**src/sv/sfp_pkg.sv**
```systemverilog
// ----------------------------------------------------------------------------
// sfp_pkg
// Shared types, codes and the x.25 crc step for the serial frame parser.
// ----------------------------------------------------------------------------
package sfp_pkg;

    localparam logic [15:0] CRC_SEED = 16'hffff;

    localparam logic [7:0] START_RST   = 8'd254;
    localparam logic [7:0] OWN_ID_RST  = 8'd1;
    localparam logic [7:0] MAX_LEN_RST = 8'd255;

    typedef enum logic [1:0] {
        REG_START_BYTE = 2'd0,
        REG_OWN_ID     = 2'd1,
        REG_MAX_LEN    = 2'd2,
        REG_NONE       = 2'd3
    } t_reg_idx;

    typedef enum logic [3:0] {
        PH_IDLE   = 4'd0,
        PH_LEN    = 4'd1,
        PH_SEQ    = 4'd2,
        PH_SYSID  = 4'd3,
        PH_COMPID = 4'd4,
        PH_MSGID  = 4'd5,
        PH_DATA   = 4'd6,
        PH_CKLO   = 4'd7,
        PH_CKHI   = 4'd8
    } t_phase;

    typedef enum logic [1:0] {
        ST_INCOMPLETE = 2'd0,
        ST_OK         = 2'd1,
        ST_BAD_CRC    = 2'd2
    } t_status;

    typedef struct packed {
        logic [7:0] start_byte;
        logic [7:0] own_system_id;
        logic [7:0] len_limit;
    } t_cfg;

    typedef struct packed {
        t_status    frame_status;
        logic       payload_valid;
        logic [7:0] payload_byte;
        logic [7:0] payload_index;
        logic [7:0] msg_length;
        logic [7:0] msg_seq;
        logic [7:0] msg_sysid;
        logic [7:0] msg_compid;
        logic [7:0] msg_id;
        logic [7:0] error_count;
        logic [7:0] overrun_count;
    } t_result;

    function automatic logic [15:0] crc_step(input logic [15:0] crc, input logic [7:0] b);
        logic [7:0]  t;
        logic [15:0] w;
        t = b ^ crc[7:0];
        t = t ^ {t[3:0], 4'b0000};
        w = {8'h00, t};
        return {8'h00, crc[15:8]} ^ {w[7:0], 8'h00} ^ {w[12:0], 3'b000} ^ {4'h0, w[15:4]};
    endfunction

endpackage

```
**src/sv/serial_frame_parser_crc16_unit.sv**
```systemverilog
// ----------------------------------------------------------------------------
// serial_frame_parser_crc16_unit
// Byte-serial frame receiver with x.25 crc check, payload streaming and
// error/overrun counters.
// ----------------------------------------------------------------------------
// Input channel: i_in_valid / o_in_stall carry one received byte per item.
// Output channel: o_out_valid / i_out_stall carry one result per byte: frame
// status, payload byte and index when the byte was payload, the header
// fields held for the current frame and the two counters.
// A byte goes into an input register, is parsed by the crc and phase logic
// and lands in the result register. One byte is taken every cycle while
// the receiver does not stall; the phase register and crc accumulator
// update in the same cycle that the byte moves to the result register.
// When the receiver stalls, the result register holds and the input
// register takes one more byte, after which o_in_stall rises; nothing is
// dropped. Reset (synchronous, active low) empties both registers, puts
// the parser in the start-byte hunt, seeds the crc with all ones, clears
// the counters and loads the register defaults (start byte 254, own id 1,
// max length 255). Registers sit on an apb-style port at 0x0, 0x4, 0x8.
// ----------------------------------------------------------------------------
module serial_frame_parser_crc16_unit (
    input  logic        i_clk,
    input  logic        i_rst_n,
    input  logic        i_in_valid,
    output logic        o_in_stall,
    input  logic [7:0]  i_rx_byte,
    output logic        o_out_valid,
    input  logic        i_out_stall,
    output logic [1:0]  o_frame_status,
    output logic        o_payload_valid,
    output logic [7:0]  o_payload_byte,
    output logic [7:0]  o_payload_index,
    output logic [7:0]  o_msg_length,
    output logic [7:0]  o_msg_seq,
    output logic [7:0]  o_msg_sysid,
    output logic [7:0]  o_msg_compid,
    output logic [7:0]  o_msg_id,
    output logic [7:0]  o_error_count,
    output logic [7:0]  o_overrun_count,
    input  logic        psel,
    input  logic        penable,
    input  logic        pwrite,
    input  logic [3:0]  paddr,
    input  logic [31:0] pwdata,
    output logic [31:0] prdata,
    output logic        pready
);
    import sfp_pkg::*;

    t_cfg     r_cfg;
    t_reg_idx reg_idx;
    logic     cfg_wr;

    logic       r_in_vld;
    logic [7:0] r_in_byte;
    logic       r_out_vld;
    t_result    r_out;
    t_result    core_res;
    logic       step;

    // config port
    assign pready  = 1'b1;
    assign reg_idx = t_reg_idx'(paddr[3:2]);
    assign cfg_wr  = psel && penable && pwrite;

    always_ff @(posedge i_clk) begin
        if (!i_rst_n) begin
            r_cfg.start_byte    <= START_RST;
            r_cfg.own_system_id <= OWN_ID_RST;
            r_cfg.len_limit     <= MAX_LEN_RST;
        end else if (cfg_wr) begin
            unique case (reg_idx)
                REG_START_BYTE: r_cfg.start_byte    <= pwdata[7:0];
                REG_OWN_ID:     r_cfg.own_system_id <= pwdata[7:0];
                REG_MAX_LEN:    r_cfg.len_limit     <= pwdata[7:0];
                default:        r_cfg <= r_cfg;
            endcase
        end
    end

    always_comb begin
        unique case (reg_idx)
            REG_START_BYTE: prdata = {24'd0, r_cfg.start_byte};
            REG_OWN_ID:     prdata = {24'd0, r_cfg.own_system_id};
            REG_MAX_LEN:    prdata = {24'd0, r_cfg.len_limit};
            default:        prdata = 32'd0;
        endcase
    end

    // pipeline control
    assign step       = r_in_vld && (!r_out_vld || !i_out_stall);
    assign o_in_stall = r_in_vld && !step;

    always_ff @(posedge i_clk) begin
        if (!i_rst_n) begin
            r_in_vld  <= 1'b0;
            r_out_vld <= 1'b0;
        end else begin
            if (!o_in_stall) begin
                r_in_vld <= i_in_valid;
            end
            if (step) begin
                r_out_vld <= 1'b1;
            end else if (!i_out_stall) begin
                r_out_vld <= 1'b0;
            end
        end
    end

    always_ff @(posedge i_clk) begin
        if (!o_in_stall && i_in_valid) begin
            r_in_byte <= i_rx_byte;
        end
        if (step) begin
            r_out <= core_res;
        end
    end

    sfp_core u_core (
        .i_clk    (i_clk),
        .i_rst_n  (i_rst_n),
        .i_step   (step),
        .i_byte   (r_in_byte),
        .i_cfg    (r_cfg),
        .o_result (core_res)
    );

    assign o_out_valid     = r_out_vld;
    assign o_frame_status  = r_out.frame_status;
    assign o_payload_valid = r_out.payload_valid;
    assign o_payload_byte  = r_out.payload_byte;
    assign o_payload_index = r_out.payload_index;
    assign o_msg_length    = r_out.msg_length;
    assign o_msg_seq       = r_out.msg_seq;
    assign o_msg_sysid     = r_out.msg_sysid;
    assign o_msg_compid    = r_out.msg_compid;
    assign o_msg_id        = r_out.msg_id;
    assign o_error_count   = r_out.error_count;
    assign o_overrun_count = r_out.overrun_count;

endmodule

```
**src/sv/sfp_core.sv**
```systemverilog
// ----------------------------------------------------------------------------
// sfp_core
// Frame parser state, crc accumulator and counters; one byte per step.
// ----------------------------------------------------------------------------
module sfp_core (
    input  logic             i_clk,
    input  logic             i_rst_n,
    input  logic             i_step,
    input  logic [7:0]       i_byte,
    input  sfp_pkg::t_cfg    i_cfg,
    output sfp_pkg::t_result o_result
);
    import sfp_pkg::*;

    t_phase      r_phase,      n_phase;
    logic [7:0]  r_frame_len,  n_frame_len;
    logic [7:0]  r_byte_count, n_byte_count;
    logic [15:0] r_crc,        n_crc;
    logic [7:0]  r_seq,        n_seq;
    logic [7:0]  r_sysid,      n_sysid;
    logic [7:0]  r_compid,     n_compid;
    logic [7:0]  r_msgid,      n_msgid;
    logic        r_low_bad,    n_low_bad;
    logic [7:0]  r_err,        n_err;
    logic [7:0]  r_ovr,        n_ovr;

    logic [15:0] crc_upd;
    logic [7:0]  cnt_inc;
    logic        len_over;
    logic        comp_foreign;
    logic        is_start;
    logic        ck_bad;

    assign crc_upd      = crc_step(r_crc, i_byte);
    assign cnt_inc      = r_byte_count + 8'd1;
    assign len_over     = i_byte > i_cfg.len_limit;
    assign comp_foreign = (i_byte != 8'd0) && (i_byte != i_cfg.own_system_id);
    assign is_start     = i_byte == i_cfg.start_byte;
    assign ck_bad       = r_low_bad || (i_byte != r_crc[15:8]);

    // next phase
    always_comb begin
        unique case (r_phase)
            PH_LEN:    n_phase = len_over ? PH_IDLE : PH_SEQ;
            PH_SEQ:    n_phase = PH_SYSID;
            PH_SYSID:  n_phase = PH_COMPID;
            PH_COMPID: n_phase = comp_foreign ? PH_IDLE : PH_MSGID;
            PH_MSGID:  n_phase = (r_frame_len == 8'd0) ? PH_CKLO : PH_DATA;
            PH_DATA:   n_phase = (cnt_inc == r_frame_len) ? PH_CKLO : PH_DATA;
            PH_CKLO:   n_phase = PH_CKHI;
            PH_CKHI:   n_phase = (ck_bad && is_start) ? PH_LEN : PH_IDLE;
            default:   n_phase = is_start ? PH_LEN : PH_IDLE;
        endcase
    end

    // datapath and result
    always_comb begin
        n_frame_len  = r_frame_len;
        n_byte_count = r_byte_count;
        n_crc        = r_crc;
        n_seq        = r_seq;
        n_sysid      = r_sysid;
        n_compid     = r_compid;
        n_msgid      = r_msgid;
        n_low_bad    = r_low_bad;
        n_err        = r_err;
        n_ovr        = r_ovr;
        o_result.frame_status  = ST_INCOMPLETE;
        o_result.payload_valid = 1'b0;
        o_result.payload_byte  = 8'd0;
        o_result.payload_index = 8'd0;
        unique case (r_phase)
            PH_LEN: begin
                if (len_over) begin
                    n_ovr = r_ovr + 8'd1;
                    n_err = r_err + 8'd1;
                end else begin
                    n_frame_len  = i_byte;
                    n_byte_count = 8'd0;
                    n_crc        = crc_upd;
                end
            end
            PH_SEQ: begin
                n_seq = i_byte;
                n_crc = crc_upd;
            end
            PH_SYSID: begin
                n_sysid = i_byte;
                n_crc   = crc_upd;
            end
            PH_COMPID: begin
                n_compid = i_byte;
                if (!comp_foreign) begin
                    n_crc = crc_upd;
                end
            end
            PH_MSGID: begin
                n_msgid = i_byte;
                n_crc   = crc_upd;
            end
            PH_DATA: begin
                o_result.payload_valid = 1'b1;
                o_result.payload_byte  = i_byte;
                o_result.payload_index = r_byte_count;
                n_crc        = crc_upd;
                n_byte_count = cnt_inc;
            end
            PH_CKLO: begin
                n_low_bad = i_byte != r_crc[7:0];
            end
            PH_CKHI: begin
                if (ck_bad) begin
                    o_result.frame_status = ST_BAD_CRC;
                    n_err = r_err + 8'd1;
                    if (is_start) begin
                        n_frame_len = 8'd0;
                        n_crc       = CRC_SEED;
                    end
                end else begin
                    o_result.frame_status = ST_OK;
                    n_err = 8'd0;
                end
            end
            default: begin
                if (is_start) begin
                    n_frame_len = 8'd0;
                    n_crc       = CRC_SEED;
                end
            end
        endcase
        o_result.msg_length    = n_frame_len;
        o_result.msg_seq       = n_seq;
        o_result.msg_sysid     = n_sysid;
        o_result.msg_compid    = n_compid;
        o_result.msg_id        = n_msgid;
        o_result.error_count   = n_err;
        o_result.overrun_count = n_ovr;
    end

    always_ff @(posedge i_clk) begin
        if (!i_rst_n) begin
            r_phase      <= PH_IDLE;
            r_frame_len  <= 8'd0;
            r_byte_count <= 8'd0;
            r_crc        <= CRC_SEED;
            r_seq        <= 8'd0;
            r_sysid      <= 8'd0;
            r_compid     <= 8'd0;
            r_msgid      <= 8'd0;
            r_low_bad    <= 1'b0;
            r_err        <= 8'd0;
            r_ovr        <= 8'd0;
        end else if (i_step) begin
            r_phase      <= n_phase;
            r_frame_len  <= n_frame_len;
            r_byte_count <= n_byte_count;
            r_crc        <= n_crc;
            r_seq        <= n_seq;
            r_sysid      <= n_sysid;
            r_compid     <= n_compid;
            r_msgid      <= n_msgid;
            r_low_bad    <= n_low_bad;
            r_err        <= n_err;
            r_ovr        <= n_ovr;
        end
    end

endmodule

```
**config.mk**
```make
export PLATFORM = sky130hd
export DESIGN_NAME = serial_frame_parser_crc16_unit
export DESIGN_NICKNAME = d
export VERILOG_FILES = /design/src/sv/sfp_pkg.sv /design/src/sv/serial_frame_parser_crc16_unit.sv /design/src/sv/sfp_core.sv
export SDC_FILE = /design/constraint.sdc
export NUM_CORES = 1
export LEC_CHECK = 0
export BUFFER_PORTS_ARGS = -buffer_cell sky130_fd_sc_hd__clkbuf_2
export CORE_ASPECT_RATIO = 1.2
export CORE_MARGIN = 2
export CORE_UTILIZATION = 45
export DETAILED_ROUTE_END_ITERATION = 16
export GPL_ROUTABILITY_DRIVEN = 0
export PLACE_DENSITY = 0.7
export SETUP_SLACK_MARGIN = 0.15
export SYNTH_ARGS = -nofsm -noshare
export SYNTH_HDL_FRONTEND = slang
export SYNTH_HIERARCHICAL = 1
export SYNTH_SLANG_ARGS = --single-unit
```
**constraint.sdc**
```tcl
create_clock -name i_clk -period 23.2 [get_ports i_clk]
set_clock_uncertainty 0.15 [all_clocks]
set_input_delay 2.32 -clock i_clk [delete_from_list [all_inputs] [get_ports i_clk]]
set_output_delay 2.32 -clock i_clk [all_outputs]
set_load 0.02 [all_outputs]
```
==> flow_summary_export.csv <==
group,metric,value,unit
finish,reg_top3,"r_cfg x24, u_core/r_crc x16",
routing,drc,0,
grt,grt_max_degree,83,
timing,finalHoldViolCount,0,
worst_setup_path,cp_slowest_cell,"nor2b_1",
grt,grt_overflow_total,0,
worst_hold_path,min_path_type,"register to register",
worst_setup_path,cp-end-kind,"output port",
finish,drive_gt1_share,19.45,%
worst_setup_path,reg2reg_from,"r_in_byte[3]",
power_and_ir_drop,sequentialPowerShare,51.0,%
synth,ys_ff_latch,194,
power_and_ir_drop,p_per_area,68.82,mW/mm2
worst_setup_path,cp_num_buf_inv,2,
synth,synth-edff-count,83,
finish,fin_cells,1283,
power_and_ir_drop,switchingPower,0.1802,mW
flow_run,cap_violations,0,
clock_tree,h-tree-depth,4,
synth,synthFlopType,"dfxtp_1",
routing,met2_wirelength,9.970,mm
clock_tree,postCtsHoldBufs,0,
routing,wl_per_cell,15.81,um
synth,synth_area,0.009469,mm2
clock_tree,root_buffer,"clkbuf_16",
power_and_ir_drop,cell_internal_pwr,0.5512,mW
timing,max_freq,159.1,MHz
timing,relSlewSlack,32.41,%
synth,ys_warn_count,6,
floorplan,rows,58,
worst_setup_path,crit_family,"simple AND/OR/NAND/NOR gates",
worst_setup_path,crit_top_cell,"clkbuf_2",
clock_tree,postCtsSetupBuffers,0,
finish,regMostFlops,"r_cfg",
synth,synth_top_area_share,26.32,%
floorplan,chipHeight,162.9,um
timing,setup_viol,0,
power_and_ir_drop,p_comb_share,8.7,%
timing,period_share,27.08,%
grt,grt_pass1_wl,32.61,mm
placed_design,io_buffers,109,
finish,fin_nets,1062,
grt,grt_use_total,18.83,%
floorplan,ios,161,
worst_setup_path,arrival,3.81,ns
power_and_ir_drop,clockPowerShare,40.3,%
grt,antenna_found_initial,0,
clock_tree,cts.repair.resized,0,
worst_setup_path,cp_max_fo,11,
synth,synth_cells,920,
finish,largest_register_ffs,24,
routing,vias,6785,
timing,tns,0,ns
placed_design,dp_cells,1251,
timing,worst_slew_pin_slew,1.014,ns
routing,routed.top_layer,"met4",
worst_hold_path,worstHoldStart,"u_core/r_crc[1]",
power_and_ir_drop,p_leak,4.156,nW
worst_setup_path,path_class,"input pin to output port",
finish,diodes,0,
floorplan,initial_core_util,45.46,%
routing,totalWireLength,20.28,mm
floorplan,fp.dieArea,0.02222,mm2
routing,drtIter0Drc,472,
power_and_ir_drop,swShare,24.64,%
placed_design,dpl.hpwl,13.53,mm
synth,netlist_top_cells_area,"edfxtp_1 26%, dfxtp_1 23%, mux2i_1 5.7%",
finish,area_growth_syn_to_layout,12.24,%
floorplan,dieWidth,136.4,um
clock_tree,clk_latency,0.44,ns
timing,period_minus_slack,6.284,ns
power_and_ir_drop,ir_drop,52.94,uV
synth,synth-seq-area-share,49.79,%
timing,drv_slew,0,
clock_tree,clockBufferDepth,2,
worst_setup_path,crit_path_start_kind,"input pin",
worst_setup_path,worstPathCellList,"clkbuf_2, nor2b_1, nand2_1, o21ai_0, clkbuf_2",
worst_setup_path,setup.worst_path.start,"paddr[2]",
worst_setup_path,cpPeakStageDelay,0.76,ns
synth,synth_cell_types,66,
floorplan,coreArea,0.02083,mm2
clock_tree,clk_transition_reported_paths,0.06,ns
clock_tree,cts_tree,"yes",
routing,met3_length,818,um
clock_tree,cts_sinks,194,
finish,regArea,0.004715,mm2
synth,avgSynthCellArea,10.29,um2
synth,yosys.area.top_type,"edfxtp_1",
routing,wl_met1,9.092,mm
clock_tree,cts_buffers,17,
synth,synth-async-reset-ratio,0,%
worst_setup_path,required,20.73,ns
routing,dr.pass1.iters,5,
routing,ant_nets,0,
finish,multi_input_area,0.004293,mm2
finish,n_fill_cell,1891,
grt,grt_pass1_vias,6317,
routing,vias_per_cell,5.288,
timing,rsz0062_at_grt,"false",
run_status,outcome,"finished, final reports clean",
-- kinds of logic (layout without fill, tap and decap cells) --
family	Yosys count	in the layout	share of synthesized area, %
adder cells (fa/ha/maj)	11	11	1.453
AO/OA/AOI/OAI	136	136	9.408
multiplexers	88	88	9.752
XOR/XNOR	71	71	6.567
AND/OR/NAND/NOR	319	319	17.05
other	2	25	0.07931
buffers and inverters	99	169	5.906
flip-flops	194	194	49.79
-- worst min-delay path: stages (launching register included) --
cell	delay, ns
dfxtp_1	0.32
inv_1	0.05
a31oi_1	0.06
-- Yosys cell counts, types with 2 or more instances --
master / n
xor2_1: 28
o21a_1: 4
nand3b_1: 3
nor2_1: 83
a31oi_1: 12
buf_6: 7
ha_1: 11
buf_2: 12
nor4_1: 14
dfxtp_1: 111
nor2b_1: 30
or2_2: 3
and3_1: 6
nand2b_1: 7
nand3_1: 18
edfxtp_1: 83
o2111ai_1: 5
a21oi_1: 34
mux2_2: 34
mux2i_1: 54
a211oi_1: 2
nand2_1: 77
o22ai_1: 8
clkbuf_1: 26
xnor2_1: 43
nor3_1: 28
o21ai_1: 10
conb_1: 2
or3_1: 4
a22o_1: 10
a21o_1: 2
o21ai_0: 23
a32oi_1: 3
nand4_1: 6
and2_1: 25
nor3b_1: 2
a22oi_1: 5
inv_1: 18
o211ai_1: 7
buf_4: 32
buf_1: 3
-- layer usage --
metal | vias up | global-route usage, %
li1 | 3348 | -
met1 | 3241 | 24.60
met2 | 168 | 31.13
met3 | 28 | 3.548
met4 | 0 | 6.723
met5 | - | 0
-- power groups by stage --
stage	combinational (mW)	clock, mW	sequential, mW
finish	0.0636	0.295	0.373
global route	0.0695	0.313	0.374
CTS	0.0638	0.301	0.373
detailed placement	0.0637	0	0.381
global placement	0.0630	0	0.381
floorplan	0.0450	0	0.386
-- final cells by class --
type,instances,share of cell area (%)
flip-flops and latches,194,44.36
multi-input cells,650,40.39
repair buffers,118,5.769
clock buffers,26,5.109
well taps,270,3.179
inverters,19,0.6711
clock inverters,6,0.5180
-- stage by stage --
step	util, %	total power, mW	setup slack [ns]	instance area, um2	hold slack, ns
3_5_place_dp	48.16	0.4447	16.97	10030	0.3203
2_1_floorplan	-	0.4306	11.97	9555	0.3014
4_1_cts	51.03	0.7377	16.95	10630	0.3303
3_3_place_gp	48.16	0.4438	16.93	10030	0.3135
6_report	51.03	0.7314	16.92	10630	0.3301
5_1_grt	51.03	0.7569	16.80	10630	0.3590
-- cells in the final DEF, fill, tap and decap left out, drive strengths merged, types with 30 or more instances in the layout --
cell type | synthesis | layout
clkbuf | 26 | 135
nand2 | 78 | 78
nor3 | 30 | 30
mux2i | 54 | 54
dfxtp | 111 | 111
a21oi | 34 | 34
nor2 | 83 | 83
o21ai | 33 | 33
mux2 | 34 | 34
edfxtp | 83 | 83
nor2b | 30 | 30
xnor2 | 43 | 43
-- worst paths after layout --
path	to	slack [ns]	cells past startpoint
max	prdata[6]	16.92	5
min	u_core/r_crc[1]	0.33	2
max reg2reg	o_error_count[7]	19.53	7
min reg2reg	u_core/r_crc[1]	0.33	2
(Power assumes the default switching activity.)
